## src/hw/rtl/stack_vm_instruction_executor_core_macros.svh

```systemverilog
// Assertion macros shared by the executor RTL.
// SVM_ASSERT checks at every clock edge outside reset.
// SVM_ASSERT_ALWAYS checks at every clock edge, reset included.
`ifndef STACK_VM_INSTRUCTION_EXECUTOR_CORE_MACROS_SVH
`define STACK_VM_INSTRUCTION_EXECUTOR_CORE_MACROS_SVH
`ifndef SYNTHESIS
`define SVM_ASSERT(lbl, prop, msg) \
  lbl: assert property (@(posedge clk) disable iff (rst) prop) else $error(msg);
`define SVM_ASSERT_ALWAYS(lbl, prop, msg) \
  lbl: assert property (@(posedge clk) prop) else $error(msg);
`else
`define SVM_ASSERT(lbl, prop, msg)
`define SVM_ASSERT_ALWAYS(lbl, prop, msg)
`endif
`endif

```

## src/hw/rtl/svm_pkg.sv

```systemverilog
package svm_pkg;

  localparam int STACK_DEPTH   = 256;
  localparam int VAR_SLOTS     = 1024;
  localparam int PROGRAM_DEPTH = 1024;

  localparam int STK_AW = $clog2(STACK_DEPTH);
  localparam int STK_CW = $clog2(STACK_DEPTH + 1);
  localparam int VAR_AW = $clog2(VAR_SLOTS);
  localparam int PC_W   = $clog2(PROGRAM_DEPTH);

  localparam int IN_W  = 112;
  localparam int OUT_W = 168;
  localparam int CFG_W = 8;

  typedef enum logic [4:0] {
    OP_PUSHI = 5'd0,  OP_PUSHV = 5'd1,  OP_POP   = 5'd2,  OP_PUSH  = 5'd3,
    OP_LOAD  = 5'd4,  OP_STORE = 5'd5,  OP_ADD   = 5'd6,  OP_SUB   = 5'd7,
    OP_SUBI  = 5'd8,  OP_MUL   = 5'd9,  OP_DIV   = 5'd10, OP_CMP   = 5'd11,
    OP_SETGT = 5'd12, OP_SETLT = 5'd13, OP_SETEQ = 5'd14, OP_SETNE = 5'd15,
    OP_SETGE = 5'd16, OP_SETLE = 5'd17, OP_AND   = 5'd18, OP_OR    = 5'd19,
    OP_NOT   = 5'd20, OP_JZ    = 5'd21, OP_JLE   = 5'd22, OP_JMP   = 5'd23,
    OP_ALLOC = 5'd24, OP_READ  = 5'd25, OP_EMIT  = 5'd26, OP_WAIT  = 5'd27,
    OP_HALT  = 5'd28, OP_NOP   = 5'd29
  } op_t;

  typedef enum logic [2:0] {
    ERR_NONE  = 3'd0, ERR_OVF   = 3'd1, ERR_EMPTY = 3'd2, ERR_NOVAR = 3'd3,
    ERR_DIV0  = 3'd4, ERR_LABEL = 3'd5, ERR_SENS  = 3'd6, ERR_BADOP = 3'd7
  } err_t;

  typedef enum logic [1:0] {
    CFG_WATER = 2'd0, CFG_TEMP = 2'd1, CFG_DOOR = 2'd2, CFG_WEIGHT = 2'd3
  } cfg_idx_t;

  localparam logic [1:0] KIND_R0 = 2'd0;
  localparam logic [1:0] KIND_R1 = 2'd1;

  localparam logic [2:0] SEN_WATER  = 3'd0;
  localparam logic [2:0] SEN_TEMP   = 3'd1;
  localparam logic [2:0] SEN_DOOR   = 3'd2;
  localparam logic [2:0] SEN_WEIGHT = 3'd3;

  // Last member sits in the lowest bits.
  typedef struct packed {
    logic [6:0]  pad;
    logic [7:0]  actuator_id;
    logic        target_found;
    logic [9:0]  jump_target;
    logic [2:0]  sensor_select;
    logic [9:0]  var_slot;
    logic [31:0] imm_second;
    logic [31:0] imm_first;
    logic [1:0]  arg2_kind;
    logic [1:0]  arg1_kind;
    logic [4:0]  req_type;
  } in_item_t;

  typedef struct packed {
    logic [5:0]  pad;
    logic [10:0] vars_in_use;
    logic [31:0] total_ticks;
    logic [31:0] reg_one;
    logic [31:0] reg_zero;
    logic [31:0] emit_value;
    logic [7:0]  emit_target;
    logic        emit_valid;
    logic [2:0]  error_code;
    logic        halted_now;
    logic [9:0]  next_pc;
  } out_item_t;

  typedef struct packed {
    logic accept;
    logic commit;
    logic div_start;
    logic clr_en;
  } cmd_t;

  typedef struct packed {
    logic need_div;
    logic div_done;
    logic clr_last;
  } sts_t;

endpackage

```

## src/hw/rtl/svm_ctrl.sv

```systemverilog
`include "stack_vm_instruction_executor_core_macros.svh"

module svm_ctrl (
  input  logic          clk,
  input  logic          rst,
  input  logic          in_valid,
  output logic          in_ready,
  output logic          out_valid,
  input  logic          out_ready,
  input  svm_pkg::sts_t sts,
  output svm_pkg::cmd_t cmd
);

  typedef enum logic [4:0] {
    S_CLR  = 5'b00001,
    S_IDLE = 5'b00010,
    S_EXEC = 5'b00100,
    S_DIV  = 5'b01000,
    S_FIN  = 5'b10000
  } state_t;

  state_t state, state_next;
  logic   out_free;

  assign out_free = !out_valid || out_ready;
  assign in_ready = (state == S_IDLE);

  always_comb begin
    state_next    = state;
    cmd           = '0;
    cmd.clr_en    = (state == S_CLR);
    cmd.accept    = in_valid && in_ready;
    case (state)
      S_CLR:  if (sts.clr_last) state_next = S_IDLE;
      S_IDLE: if (cmd.accept) state_next = S_EXEC;
      S_EXEC: begin
        if (sts.need_div) begin
          cmd.div_start = 1'b1;
          state_next    = S_DIV;
        end else if (out_free) begin
          cmd.commit = 1'b1;
          state_next = S_IDLE;
        end
      end
      S_DIV:  if (sts.div_done) state_next = S_FIN;
      S_FIN: begin
        if (out_free) begin
          cmd.commit = 1'b1;
          state_next = S_IDLE;
        end
      end
      default: state_next = S_CLR;
    endcase
  end

  always_ff @(posedge clk) begin
    if (rst) begin
      state     <= S_CLR;
      out_valid <= 1'b0;
    end else begin
      state <= state_next;
      if (cmd.commit) out_valid <= 1'b1;
      else if (out_ready) out_valid <= 1'b0;
    end
  end

  `SVM_ASSERT(a_commit_free, cmd.commit |-> (!out_valid || out_ready), "commit over held beat")
  `SVM_ASSERT(a_commit_shows, cmd.commit |=> out_valid, "committed beat not shown")
  `SVM_ASSERT(a_one_at_a_time, cmd.accept |=> !in_ready, "second beat taken mid-item")
  `SVM_ASSERT(a_div_wait, cmd.div_start |=> !cmd.commit, "commit before quotient")

endmodule

```

## config.mk

```make
export PLATFORM = sky130hd
export DESIGN_NAME = svm_ctrl
export DESIGN_NICKNAME = d
export VERILOG_FILES = /design/src/hw/rtl/svm_pkg.sv /design/src/hw/rtl/svm_ctrl.sv
export VERILOG_INCLUDE_DIRS = /design/src /design/src/hw/rtl
export SDC_FILE = /design/constraint.sdc
export NUM_CORES = 1
export LEC_CHECK = 0
export ABC_AREA = 1
export BUFFER_PORTS_ARGS = -buffer_cell sky130_fd_sc_hd__buf_2
export CORE_AREA = 5 5 42 44
export CTS_CLUSTER_SIZE = 20
export DETAILED_ROUTE_END_ITERATION = 8
export DIE_AREA = 0 0 47 49
export SLEW_MARGIN = 40
export SYNTH_ARGS = -nofsm -noshare
export SYNTH_HDL_FRONTEND = slang
export SYNTH_SLANG_ARGS = --single-unit
```

## constraint.sdc

```tcl
create_clock -name clk -period 1.2 [get_ports clk]
set_input_delay 0.06 -clock clk [delete_from_list [all_inputs] [get_ports clk]]
set_output_delay 0.06 -clock clk [all_outputs]
set_load 0.02 [all_outputs]
```

==> results_dict.tcl <==
set metrics [dict create \
    dpl.hpwl_um 733.3 \
    end_kind "output pin" \
    grtUsageTotal_pct 11.07 \
    drc 0 \
    ys_ff_latch 6 \
    first_global_vias 463 \
    critPathMaxFanout 5 \
    ant_nets 0 \
    setup_slack_ns -0.05019 \
    worstPathRequired_ns 1.14 \
    crit_top_cell "inv_2" \
    routed_wl_mm 1.087 \
    netSwitchingPower_uw 265.2 \
    first_iter_violations 12 \
    die_w_um 47 \
    gp_congestion 0.7693 \
    p_total_uw 734.9 \
    path_cells "nor2_4 > nand4_4 > inv_2 > nand2_2 > inv_2 > buf_6" \
    fin_util_pct 45.09 \
    peakVddDrop_mv 0.8511 \
    cp_slowest_cell "dfxtp_4" \
    syn_avg_cell_area_sq_um 7.060 \
    swShare_pct 36.09 \
    insertion_delay_ns 0.25 \
    clkPwrFrac_pct 26.7 \
    grt_pass1_wl_mm 1.821 \
    tightest_slew_ns 0.1697 \
    final-setup-viol-count 5 \
    synthFlopType "dfxtp_1" \
    ys_top_cells_by_count "inv_1 (11), nor2_1 (7), dfxtp_1 (6), nand2_1 (6), nand4_1 (4)" \
    synth_top_area_share_pct 30.38 \
    cpPeakStageDelay_ns 0.37 \
    wl_per_cell_um 11.44 \
    seq_power_share_pct 32.9 \
    numCtsBuffers 3 \
    cts_sinks 6 \
    via_per_inst 4.726 \
    hold_class "input port to flip-flop" \
    cts-root-buf "clkbuf_4" \
    rows 14 \
    antenna_found_initial 0 \
    maxCapViolCount 0 \
    grt_max_degree 7 \
    overflow 0 \
    tritoncts "yes" \
    p_int_uw 469.7 \
    areaGrowthSynthToFinish_pct 59.81 \
    placeableCoreArea_sq_mm 0.001401 \
    crit_type "flip-flop to output pin" \
    seq_area_frac_synth_pct 30.38 \
    finalSetupTns_ns -0.1893 \
    n_fill_cell 149 \
    fin_nets 88 \
    p_leak_uw 0.0003097 \
    cp-start-kind "flip-flop" \
    initial_core_util_pct 28.21 \
    fin_skew_ns 0.008675 \
    rsz0062_at_grt "true" \
    cts.clk_slew.worst_paths_ns 0.04 \
    p_per_area_mw_per_mm2 1163 \
    fin_crit_sh_pct 104.2 \
    min_period_ns 1.250 \
    clk_path_buf_depth 2 \
    design_area_sq_um 631.9 \
    synth_cell_type_count 18 \
    violations "negative setup slack" \
    vias 449 \
    syn_nets 63 \
    synth-edff-count 0 \
    drive_gt1_share_pct 64.56 \
    dpl-instance-area_sq_um 475.5 \
    die_h_um 49 \
    syn-cell-area_sq_um 395.4 \
    yosys-top-cells-area "dfxtp_1 (30%), inv_1 (10%), nor2_1 (6.6%)" \
    timing.slew.headroom_pct 88.66 \
    synth_top_area_cell "dfxtp_1" \
    async_reset_ff_share_pct 0 \
    cts.htree.levels 1 \
    portBuffers 12 \
    io_pins 13 \
    maxSlewViolCount 0 \
    synth_cells 56 \
    hold_viol 0 \
    dr.pass1.iters 4 \
    place_ws_ns 0.07148 \
    status "finished with violations" \
    fmax_mhz 799.9 \
    yosysMostFrequentCell "inv_1" \
    diodes 0 \
    comb_power_share_pct 40.4 \
    die_area_sq_mm 0.002303 \
    ys.warnings.count 0 \
    cp.arrival_ns 1.19 \
]
==> per-layer routing <==
metal | vias up | GRT usage, % | wire length [um]
li1 | 230 | - | -
met1 | 204 | 11.92 | 440
met2 | 11 | 17.87 | 573
met3 | 4 | 4.428 | 55
met4 | 0 | 5.530 | 17
met5 | - | 0 | 0
==> power by group through the flow <==
stage | clock (uW) | sequential, uW | combinational (uW)
2_1_floorplan | 0 | 232 | 146
3_3_place_gp | 0 | 235 | 193
3_5_place_dp | 0 | 235 | 194
4_1_cts | 199 | 241 | 262
5_1_grt | 212 | 245 | 322
6_report | 196 | 242 | 297
==> cells in the final DEF (no fill, tap or decap), drive strengths merged <==
| cell | instances |
|---|---|
| a21oi | 4 |
| a31oi | 1 |
| buf | 20 |
| clkbuf | 3 |
| dfxtp | 6 |
| inv | 13 |
| nand2 | 9 |
| nand3 | 3 |
| nand3b | 1 |
| nand4 | 5 |
| nor2 | 11 |
| nor3 | 2 |
| o21ai | 1 |
==> sequential cells by signal, indices dropped and copies added (netlist names) <==
register / flops
out_valid: 1
state: 5
==> path summary, 6_finish.rpt <==
check             cells after the start  slack [ns]         to      start
setup / recovery                      6       -0.05     cmd[3]   state[2]
hold / removal                        2        0.06   state[2]        rst
setup reg to reg                      7       -0.01   state[0]   state[1]
hold reg to reg                       2        0.55  out_valid  out_valid
==> kinds of logic (layout without fill, tap and decap cells) <==
family          Yosys count  in the layout  share of synthesized area, %
compound gates            6              6                         9.811
buf+inv                  13             36                         12.34
flops                     6              6                         30.38
simple gates             31             31                         47.47
==> critical path, delay by kind of cell (launching register included) <==
kind / cells / cell delay (ns)
simple gates: 3 / 0.34
buf+inv: 3 / 0.24
flops: 1 / 0.37
==> final cells by class <==
| cell class | instances | area [sq um] | share of cell area, % |
|---|---|---|---|
| Multi-Input combinational cell | 37 | 262.8 | 41.58 |
| Timing Repair Buffer | 20 | 147.6 | 23.37 |
| Sequential cell | 6 | 130.1 | 20.59 |
| Inverter | 13 | 48.80 | 7.723 |
| Clock buffer | 3 | 22.52 | 3.564 |
| Tap cell | 16 | 20.02 | 3.168 |
==> stage by stage <==
step	hold slack (ns)	cells
finish	0.05996	95
CTS	0.05638	94
detailed placement	0.3260	84
floorplan	0.1224	56
global placement	0.3256	84
global route	0.05990	95
==> what timing repair did <==
action	in CTS	in global routing
setup buffers	7	1
pin swaps	3	3
resized for setup	18	9
hold buffers	0	0
setup endpoints to repair	5	8
No activity file was read; power rests on OpenSTA's default activity.
